<file path="config.mk">
export PLATFORM = sky130hd
export DESIGN_NAME = lf_telegram_manchester_framer_top_flat
export DESIGN_NICKNAME = d
export VERILOG_FILES = /design/src/sv/lftmf_pkg.sv /design/src/sv/lftmf_in_if.sv /design/src/sv/lftmf_out_if.sv /design/src/sv/lftmf_frame_gen.sv /design/src/sv/lftmf_cell.sv /design/src/sv/lf_telegram_manchester_framer_top.sv /design/src/flat_wrapper.sv
export SDC_FILE = /design/constraint.sdc
export NUM_CORES = 1
export LEC_CHECK = 0
export BUFFER_PORTS_ARGS = -buffer_cell sky130_fd_sc_hd__buf_2
export CORE_UTILIZATION = 60
export CTS_CLUSTER_DIAMETER = 60
export CTS_CLUSTER_SIZE = 30
export DETAILED_ROUTE_END_ITERATION = 8
export PLACE_DENSITY = 0.75
export SKIP_LAST_GASP = 1
export SYNTH_ARGS = -nofsm -noshare
export SYNTH_HDL_FRONTEND = slang
export SYNTH_SLANG_ARGS = --single-unit
</file>
<file path="constraint.sdc">
create_clock -name clk -period 1.71 [get_ports clk]
set_clock_uncertainty 0.15 [all_clocks]
set_input_delay 0.2565 -clock clk [delete_from_list [all_inputs] [get_ports clk]]
set_output_delay 0.2565 -clock clk [all_outputs]
set_load 0.05 [all_outputs]
</file>
<file path="src/sv/lftmf_pkg.sv">
package lftmf_pkg;

    // Input item kinds
    localparam logic KIND_HEADER = 1'b0;
    localparam logic KIND_DATA   = 1'b1;

    localparam int SYNC_PAIRS = 9;
    localparam int DATA_BITS  = 8;
    localparam int ID_WIDTH   = 16;

    // Sync pattern as chip pairs: bit 1 = first chip, bit 0 = second chip
    localparam logic [1:0] SYNC_TABLE [SYNC_PAIRS] = '{
        2'b11, 2'b10, 2'b00, 2'b10, 2'b11, 2'b00, 2'b11, 2'b00, 2'b10
    };

    // One chip pair held by a cell
    typedef struct packed {
        logic valid;
        logic first_chip;
        logic second_chip;
        logic run_last;
        logic telegram_done;
    } pair_t;

    // Manchester code of one bit: one is chips 0 then 1, zero is 1 then 0
    function automatic logic [1:0] manchester(input logic bit_value);
        return bit_value ? 2'b01 : 2'b10;
    endfunction

endpackage

</file>
<file path="src/sv/lftmf_in_if.sv">
interface lftmf_in_if;
    logic        valid;
    logic        ready;
    logic        kind;
    logic [15:0] sensor_id;
    logic [7:0]  payload_byte;
    logic        ends_telegram;

    modport source (
        output valid, kind, sensor_id, payload_byte, ends_telegram,
        input  ready
    );
    modport sink (
        input  valid, kind, sensor_id, payload_byte, ends_telegram,
        output ready
    );
endinterface

</file>
<file path="src/sv/lftmf_out_if.sv">
interface lftmf_out_if;
    logic valid;
    logic ready;
    logic first_chip;
    logic second_chip;
    logic run_last;
    logic telegram_done;

    modport source (
        output valid, first_chip, second_chip, run_last, telegram_done,
        input  ready
    );
    modport sink (
        input  valid, first_chip, second_chip, run_last, telegram_done,
        output ready
    );
endinterface

</file>
<file path="src/sv/lftmf_frame_gen.sv">
module lftmf_frame_gen
    import lftmf_pkg::*;
#(
    parameter int PREAMBLE_BITS = 16,
    parameter int ID_BITS = 16,
    localparam int NumCells = PREAMBLE_BITS + SYNC_PAIRS + ID_BITS
)
(
    input  logic                kind,
    input  logic [ID_WIDTH-1:0] sensor_id,
    input  logic [7:0]          payload_byte,
    input  logic                ends_telegram,
    output pair_t               pairs [NumCells]
);

    // Per-cell load value: each cell gets its own fixed slot of the frame
    for (genvar i = 0; i < NumCells; i++) begin : g_slot
        logic [1:0] hdr_chips;
        logic [1:0] dat_chips;
        logic       hdr_last;
        logic       dat_last;
        logic       dat_valid;

        if (i < PREAMBLE_BITS) begin : g_pre
            assign hdr_chips = manchester(1'b0);
        end
        else if (i < PREAMBLE_BITS + SYNC_PAIRS) begin : g_sync
            assign hdr_chips = SYNC_TABLE[i - PREAMBLE_BITS];
        end
        else begin : g_id
            assign hdr_chips =
                manchester(sensor_id[ID_BITS - 1 - (i - PREAMBLE_BITS - SYNC_PAIRS)]);
        end

        if (i < DATA_BITS) begin : g_dat
            assign dat_chips = manchester(payload_byte[DATA_BITS - 1 - i]);
            assign dat_valid = 1'b1;
        end
        else begin : g_nodat
            assign dat_chips = 2'b00;
            assign dat_valid = 1'b0;
        end

        assign hdr_last = (i == NumCells - 1);
        assign dat_last = (i == DATA_BITS - 1);

        always_comb
        begin
            if (kind == KIND_HEADER)
            begin
                pairs[i].valid         = 1'b1;
                pairs[i].first_chip    = hdr_chips[1];
                pairs[i].second_chip   = hdr_chips[0];
                pairs[i].run_last      = hdr_last;
                pairs[i].telegram_done = hdr_last & ends_telegram;
            end
            else
            begin
                pairs[i].valid         = dat_valid;
                pairs[i].first_chip    = dat_chips[1];
                pairs[i].second_chip   = dat_chips[0];
                pairs[i].run_last      = dat_last;
                pairs[i].telegram_done = dat_last & ends_telegram;
            end
        end
    end

endmodule

</file>
<file path="src/sv/lftmf_cell.sv">
module lftmf_cell
    import lftmf_pkg::*;
(
    input  logic  clk,
    input  logic  rst_n,
    input  logic  load,
    input  logic  shift,
    input  pair_t load_pair,
    input  pair_t next_pair,
    output pair_t cell_pair
);

    pair_t pair_reg;
    pair_t pair_next;

    // Load a new frame slot, or take the neighbor's pair on a shift
    always_comb
    begin
        if (load)
        begin
            pair_next = load_pair;
        end
        else if (shift)
        begin
            pair_next = next_pair;
        end
        else
        begin
            pair_next = pair_reg;
        end
    end

    always_ff @(posedge clk or negedge rst_n)
    begin
        if (!rst_n)
        begin
            pair_reg <= '0;
        end
        else
        begin
            pair_reg <= pair_next;
        end
    end

    assign cell_pair = pair_reg;

endmodule

</file>
<file path="src/sv/lf_telegram_manchester_framer_top.sv">
// Channel    Modport  Payload                                          Transfer
// frame_in   sink     kind, sensor_id, payload_byte, ends_telegram     valid & ready
// pair_out   source   first_chip, second_chip, run_last, telegram_done valid & ready
//
// An accepted item loads its whole frame into a row of cells in parallel;
// the row shifts toward cell 0, which drives pair_out, one pair per cycle.
// A header is PREAMBLE_BITS + 9 + ID_BITS pairs (41 by default), a data
// byte 8 pairs; the next item is taken on the edge where the last pair leaves.
// A stall on pair_out freezes the row. Reset empties all cells.
module lf_telegram_manchester_framer_top
    import lftmf_pkg::*;
#(
    parameter int PREAMBLE_BITS = 16,
    parameter int ID_BITS = 16
)
(
    input  logic        clk,
    input  logic        rst_n,
    lftmf_in_if.sink    frame_in,
    lftmf_out_if.source pair_out
);

    localparam int NumCells = PREAMBLE_BITS + SYNC_PAIRS + ID_BITS;

    pair_t load_pairs [NumCells];
    pair_t cells      [NumCells];
    logic  shift;
    logic  load;

    // Frame slot generation
    lftmf_frame_gen #(
        .PREAMBLE_BITS (PREAMBLE_BITS),
        .ID_BITS       (ID_BITS)
    ) u_frame_gen (
        .kind          (frame_in.kind),
        .sensor_id     (frame_in.sensor_id),
        .payload_byte  (frame_in.payload_byte),
        .ends_telegram (frame_in.ends_telegram),
        .pairs         (load_pairs)
    );

    // Row advances whenever the head is empty or being taken
    assign shift = !cells[0].valid || pair_out.ready;
    assign frame_in.ready = !cells[1].valid && shift;
    assign load = frame_in.valid && frame_in.ready;

    // Row of cells, cell 0 at the output
    for (genvar i = 0; i < NumCells; i++) begin : g_cell
        pair_t neighbor;

        if (i == NumCells - 1) begin : g_tail
            assign neighbor = '0;
        end
        else begin : g_mid
            assign neighbor = cells[i + 1];
        end

        lftmf_cell u_cell (
            .clk       (clk),
            .rst_n     (rst_n),
            .load      (load),
            .shift     (shift),
            .load_pair (load_pairs[i]),
            .next_pair (neighbor),
            .cell_pair (cells[i])
        );
    end

    // Output from the head cell
    assign pair_out.valid         = cells[0].valid;
    assign pair_out.first_chip    = cells[0].first_chip;
    assign pair_out.second_chip   = cells[0].second_chip;
    assign pair_out.run_last      = cells[0].run_last;
    assign pair_out.telegram_done = cells[0].telegram_done;

endmodule

</file>
<file path="src/flat_wrapper.sv">
// flat-port wrapper written by rule: the top's interface ports become plain ports
module lf_telegram_manchester_framer_top_flat import lftmf_pkg::*;
#(
    parameter int PREAMBLE_BITS = 16,
    parameter int ID_BITS = 16
)
  (clk, rst_n, frame_in_valid, frame_in_kind, frame_in_sensor_id, frame_in_payload_byte, frame_in_ends_telegram, frame_in_ready, pair_out_valid, pair_out_first_chip, pair_out_second_chip, pair_out_run_last, pair_out_telegram_done, pair_out_ready);
  lftmf_in_if frame_in_i ();
  lftmf_out_if pair_out_i ();
  input  logic clk;
  input  logic rst_n;
  input wire logic [$bits(frame_in_i.valid)-1:0] frame_in_valid;
  input wire logic [$bits(frame_in_i.kind)-1:0] frame_in_kind;
  input wire logic [$bits(frame_in_i.sensor_id)-1:0] frame_in_sensor_id;
  input wire logic [$bits(frame_in_i.payload_byte)-1:0] frame_in_payload_byte;
  input wire logic [$bits(frame_in_i.ends_telegram)-1:0] frame_in_ends_telegram;
  output wire logic [$bits(frame_in_i.ready)-1:0] frame_in_ready;
  output wire logic [$bits(pair_out_i.valid)-1:0] pair_out_valid;
  output wire logic [$bits(pair_out_i.first_chip)-1:0] pair_out_first_chip;
  output wire logic [$bits(pair_out_i.second_chip)-1:0] pair_out_second_chip;
  output wire logic [$bits(pair_out_i.run_last)-1:0] pair_out_run_last;
  output wire logic [$bits(pair_out_i.telegram_done)-1:0] pair_out_telegram_done;
  input wire logic [$bits(pair_out_i.ready)-1:0] pair_out_ready;
  assign frame_in_i.valid = frame_in_valid;
  assign frame_in_i.kind = frame_in_kind;
  assign frame_in_i.sensor_id = frame_in_sensor_id;
  assign frame_in_i.payload_byte = frame_in_payload_byte;
  assign frame_in_i.ends_telegram = frame_in_ends_telegram;
  assign frame_in_ready = frame_in_i.ready;
  assign pair_out_valid = pair_out_i.valid;
  assign pair_out_first_chip = pair_out_i.first_chip;
  assign pair_out_second_chip = pair_out_i.second_chip;
  assign pair_out_run_last = pair_out_i.run_last;
  assign pair_out_telegram_done = pair_out_i.telegram_done;
  assign pair_out_i.ready = pair_out_ready;
  lf_telegram_manchester_framer_top #(.PREAMBLE_BITS(PREAMBLE_BITS), .ID_BITS(ID_BITS)) u_core (.clk(clk), .rst_n(rst_n), .frame_in(frame_in_i), .pair_out(pair_out_i));
endmodule
</file>
==> impl_metrics.tcl, run 1 <==
set metrics [dict create \
    nets 796 \
    relSlewSlack_pct 74.85 \
    dr.pass1.iters 4 \
    max_freq_ghz 0.5975 \
    start_kind "flop" \
    gp_congestion 0.7965 \
    drt-initial-drc-count 364 \
    crit_slowest_cell "dfrtp_2" \
    cp_data_required_time_ps 1300 \
    wl_um 15990 \
    synth_area_leaders "dfrtp_1 61%, a22o_1 9.9%, nand2_1 4.4%" \
    start_util_pct 62.04 \
    grt-ovfl-total 0 \
    cts_tree "yes" \
    cts_buffers 14 \
    rows 42 \
    busiest_layer "met2" \
    rsz0062_at_grt "false" \
    critPathKind "flop to output pin" \
    synth-seq-cells 204 \
    status "complete, no violations" \
    port_buffers 35 \
    cts_max_level 1 \
    antenna_found_initial 0 \
    synth_cell_type_count 29 \
    finalCriticalPeriod_ps 1674 \
    die-area_sq_mm 0.01433 \
    cts_buffer_depth 3 \
    holdWs_ps 78.85 \
    dpl.hpwl_um 9609 \
    grt_pass1_vias 5710 \
    drive_gt1_share_pct 15.91 \
    min_path_cells 3 \
    synth_area_sq_mm 0.008314 \
    synthCells 721 \
    power_mw 14.02 \
    synth_top_area_share_pct 61.40 \
    hold_path.class "input pin to flop" \
    p_leak_nw 4.339 \
    drc 0 \
    grt_max_degree 74 \
    dieWidth_um 119.7 \
    clkTransAtPathRegs_ps 100 \
    grt_pass1_wl_um 28050 \
    track_usage_pct 23.95 \
    critical_path.max_fanout 3 \
    reg2reg_depth 5 \
    cts-root-buf "clkbuf_16" \
    dpl.cell_count 896 \
    met3_usage_pct 3.612 \
    ys_warn_count 0 \
    yosysSeqAreaShare_pct 61.40 \
    die_h_um 119.7 \
    p_per_area_mw_per_mm2 1473 \
    hold_violations 0 \
    syn-num-nets 751 \
    antenna_cells 0 \
    ioPinCount 36 \
    instances_no_fill 949 \
    vias_per_cell 6.027 \
    worstMarginPinSlew_ps 377.3 \
    max-cap-violations 0 \
    syn_area_per_cell_sq_um 11.53 \
    detail_route.wl_per_cell_um 16.85 \
    grtUsageMet2_pct 37.79 \
    vias 5720 \
    grtUsageMet1_pct 35.69 \
    core-area_sq_mm 0.01340 \
    slowest_delay_ps 420 \
    end_kind "output pin" \
    largest_reg_flops 204 \
    insertion_delay_ps 470 \
    yosysTopAreaCell "dfrtp_1" \
    clock_sinks 204 \
    ant_nets 0 \
    area_growth_pct 14.48 \
    finalSetupViolations 0 \
    period_share_pct 97.87 \
    ir_drop_uv 879.3 \
    cp.arrival_ps 1270 \
    path_cells "nor2b_4, nor2_4, buf_6" \
    slew_violations 0 \
]
## routing by layer
layer | vias to the layer above | share of wire [%]
met3 | 27 | 3.5
met4 | 0 | 1.7
met2 | 130 | 48
met1 | 2880 | 47
li1 | 2683 | -
met5 | - | 0
## final timing paths
check,start,end,slack [ps]
setup / recovery,u_core.g_cell[0].u_cell.cell_pair[4]$_DFFE_PN0P_,frame_in_ready,40
hold / removal,frame_in_kind,u_core.g_cell[7].u_cell.cell_pair[0]$_DFFE_PN0P_,80
setup reg to reg,u_core.g_cell[1].u_cell.cell_pair[4]$_DFFE_PN0P_,u_core.g_cell[2].u_cell.cell_pair[2]$_DFFE_PN0P_,80
hold reg to reg,u_core.g_cell[0].u_cell.cell_pair[3]$_DFFE_PN0P_,u_core.g_cell[0].u_cell.cell_pair[3]$_DFFE_PN0P_,330
max in group asynchronous,rst_n,u_core.g_cell[1].u_cell.cell_pair[4]$_DFFE_PN0P_,650
min in group asynchronous,rst_n,u_core.g_cell[36].u_cell.cell_pair[3]$_DFFE_PN0P_,130
## report_power, final
group	internal (mW)	leakage, nW	total [mW]	switching, mW
registers	6.20	2.68	7.02	0.817
clock network	1.84	0.239	3.60	1.76
logic	1.51	1.42	3.40	1.88
## stage by stage
stage / area, sq um / util [%] / setup TNS, ps / worst slack [ps]
after floorplan: 8333 / - / -38.50 / -38.50
after global placement: 8731 / 65.15 / 0 / 151.1
after detailed placement: 8731 / 65.15 / 0 / 56.61
after CTS: 9502 / 70.91 / 0 / 12.78
after global routing: 9518 / 71.03 / 0 / 0.6418
final: 9518 / 71.03 / 0 / 36.38
## final cells by class
class / instances / area [sq um]
Clock inverter: 8 / 112.6
Multi-Input combinational cell: 448 / 2774
Clock buffer: 15 / 375.4
Fill cell: 934 / 3882
Timing Repair Buffer: 98 / 928.4
Sequential cell: 204 / 5107
Tap cell: 176 / 220.2
## layout by cell type (no fill, tap or decap), drive strengths merged
cell type and count:
dfrtp 204, nand2 98, a22o 94, o21ai 74, buf 71, a21oi 65, nor2 34, dlygate4sd3 26
a31oi 16, or3 16, clkbuf 16, and4bb 10, o2bb2ai 8, a221oi 8, o22a 7, nor4bb 5
inv 5, nand3 4, nand2b 4, clkinv 2, nor2b 1, nor3b 1, and2b 1, and3b 1
o31ai 1, bufinv 1
## worst max-delay path, delay by kind of cell, from the launching register on
family | cells | cell delay, ps
buffers and inverters | 1 | 160
AND/OR/NAND/NOR | 2 | 230
flip-flops | 1 | 420
## logic make-up after synthesis
group | synth area share [%]
flops | 61.40
buf+inv | 5.463
compound gates | 22.63
simple gates | 10.50
## cells in the mapped netlist (all sizes together)
master and n:
dfrtp 204, nand2 98, a22o 94, o21ai 74, a21oi 65, buf 53, nor2 34, clkbuf 17
a31oi 16, or3 16, and4bb 10, a221oi 8, o2bb2ai 8, o22a 7, nor4bb 5, nand3 4
nand2b 3, and2b 1, and3b 1, nor2b 1, nor3b 1, o31ai 1
## timing repair
| item | 4_1_cts | 5_1_grt |
|---|---|---|
| hold buffers | 26 | 0 |
| endpoints found under the hold margin | 239 | 0 |
| cloned | 0 | 1 |
| buffers inserted | 2 | 1 |
| setup endpoints to repair | 1 | 5 |
| gates resized for setup | 3 | 0 |
Note: power is estimated with default switching activity, not from simulation.
==> run 2: changes to the inputs <==
CORE_UTILIZATION = 56   (was 60)
PLACE_DENSITY = 0.7   (was 0.75)
==> impl_metrics.tcl, run 2 (synthesized netlist as in run 1, its figures left out) <==
set metrics [dict create \
    cts_tree "yes" \
    antenna_found_initial 0 \
    slowest_delay_ps 410 \
    worst_slack_ps 42.89 \
    rows 44 \
    reg2reg_depth 5 \
    vias_per_cell 5.906 \
    relSlewSlack_pct 68.47 \
    crit_family "flip-flops" \
    final_common_cell "dfrtp_1" \
    track_usage_pct 21.41 \
    cts_buffers 14 \
    cp_data_required_time_ps 1300 \
    period_share_pct 97.49 \
    p_leak_nw 4.317 \
    finalCriticalPeriod_ps 1667 \
    die_h_um 123.8 \
    cts_buffer_depth 3 \
    slew_violations 0 \
    drt-initial-drc-count 348 \
    drc 0 \
    status "complete, no violations" \
    rr_endpoint "u_core.g_cell[23].u_cell.cell_pair[2]$_DFFE_PN0P_" \
    finalSetupViolations 0 \
    cts_max_level 1 \
    max_freq_ghz 0.5998 \
    cts-root-buf "clkbuf_16" \
    final_cell_mix "203 x dfrtp_1, 98 x nand2_1, 94 x a22o_1" \
    path_cells "nor2b_4, nor2_4, buf_6" \
    critPathKind "flop to output pin" \
    largest_reg_flops 204 \
    grt_pass1_vias 5406 \
    grt_max_degree 65 \
    ir_drop_uv 685.6 \
    cp_num_cells 3 \
    grt_pass1_wl_um 26320 \
    insertion_delay_ps 490 \
    core-area_sq_mm 0.01453 \
    die-area_sq_mm 0.01534 \
    vias 5628 \
    antenna_cells 0 \
    dieWidth_um 123.8 \
    p_per_area_mw_per_mm2 1475 \
    start_kind "flop" \
    start_util_pct 57.21 \
    max-cap-violations 0 \
    dr.pass1.iters 5 \
    drive_gt1_share_pct 15.21 \
    nets 791 \
    setup-tns-final_ps 0 \
    gp_congestion 0.7526 \
    wl_um 15630 \
    cp.arrival_ps 1260 \
    holdWs_ps 83.21 \
    detail_route.wl_per_cell_um 16.40 \
    ant_nets 0 \
    hold_path.class "input pin to async pin" \
    grt-ovfl-total 0 \
    path_buf_inv 1 \
    dpl.hpwl_um 9322 \
    preCtsSetupSlack_ps 93.19 \
    clock_sinks 204 \
    r2r_slack_ps 90 \
    end_kind "output pin" \
    hold_violations 0 \
    crit_slowest_cell "dfrtp_2" \
    port_buffers 35 \
    critical_path.max_fanout 2 \
    clkTransAtPathRegs_ps 90 \
    rr_startpoint "u_core.g_cell[0].u_cell.cell_pair[4]$_DFFE_PN0P_" \
    area_growth_pct 14.19 \
    worstMarginPinSlew_ps 472.9 \
    ioPinCount 36 \
    fillerInstances 1096 \
]
## run 2: cell types whose count changed in the layout (fill, tap and decap cells not counted)
cell,delta
buf_4,-5
clkinv_4,+3
clkinv_8,-1
clkinvlp_4,+1
dfrtp_1,+1
dfrtp_2,-1
dlygate4sd3_1,+1
inv_12,-1
inv_16,+1
inv_6,-2
nand2b_2,-1
## run 2: layer usage
layer	vias to the layer above	GRT usage (%)	part of all wire [%]
met2	86	33.78	47
met5	-	0	0
met4	0	4.669	1.4
met1	2843	31.70	48
li1	2679	-	-
met3	20	2.976	3.1
## run 2: worst register-to-register path, stage by stage (launching register included)
cell     delay [ps]
dfrtp_2         410
nor2b_4         140
buf_4           150
buf_12          180
buf_12          230
a22o_1          260
## run 2: final cells by class
type / instances / area, sq um / share of cell area (%)
Timing Repair Buffer: 94 / 900.9 / 9.489
Multi-Input combinational cell: 447 / 2765 / 29.12
Sequential cell: 204 / 5106 / 53.78
Clock buffer: 15 / 375.4 / 3.954
Clock inverter: 9 / 116.4 / 1.226
Tap cell: 184 / 230.2 / 2.425
## run 2: power by group
part / total [mW] / internal, mW / switching [mW]
logic: 3.37 / 1.52 / 1.85
registers: 7.02 / 6.20 / 0.822
clock network: 3.61 / 1.84 / 1.77
## run 2: what timing repair did
item | 4_1_cts | 5_1_grt
resized for setup | 2 | 0
setup buffers | 1 | 1
hold buffers | 27 | 0
endpoints found under the hold margin | 240 | 0
endpoints found under the setup margin | 1 | 13
## run 2: how the worst max path moves through the flow
stage	endpoint	start	slack [ps]
CTS	frame_in_ready	u_core.g_cell[0].u_cell.cell_pair[4]$_DFFE_PN0P_	0.1
detailed placement	u_core.g_cell[3].u_cell.cell_pair[3]$_DFFE_PN0P_	u_core.g_cell[0].u_cell.cell_pair[4]$_DFFE_PN0P_	90
global placement	u_core.g_cell[34].u_cell.cell_pair[2]$_DFFE_PN0P_	u_core.g_cell[0].u_cell.cell_pair[4]$_DFFE_PN0P_	150
global route	u_core.g_cell[38].u_cell.cell_pair[2]$_DFFE_PN0P_	u_core.g_cell[0].u_cell.cell_pair[4]$_DFFE_PN0P_	-0.4
finish	frame_in_ready	u_core.g_cell[0].u_cell.cell_pair[4]$_DFFE_PN0P_	40
floorplan	frame_in_ready	u_core.g_cell[0].u_cell.cell_pair[4]$_DFFE_PN0P_	-40
## run 2: metrics by stage
stage	utilization (%)	instances	area, sq um	power, mW
final	65.32	953	9494	14.00
after floorplan	-	721	8333	9.459
after detailed placement	59.93	900	8711	10.40
after CTS	65.27	952	9487	14.08
after global placement	59.93	900	8711	10.19
after global routing	65.32	953	9494	14.82
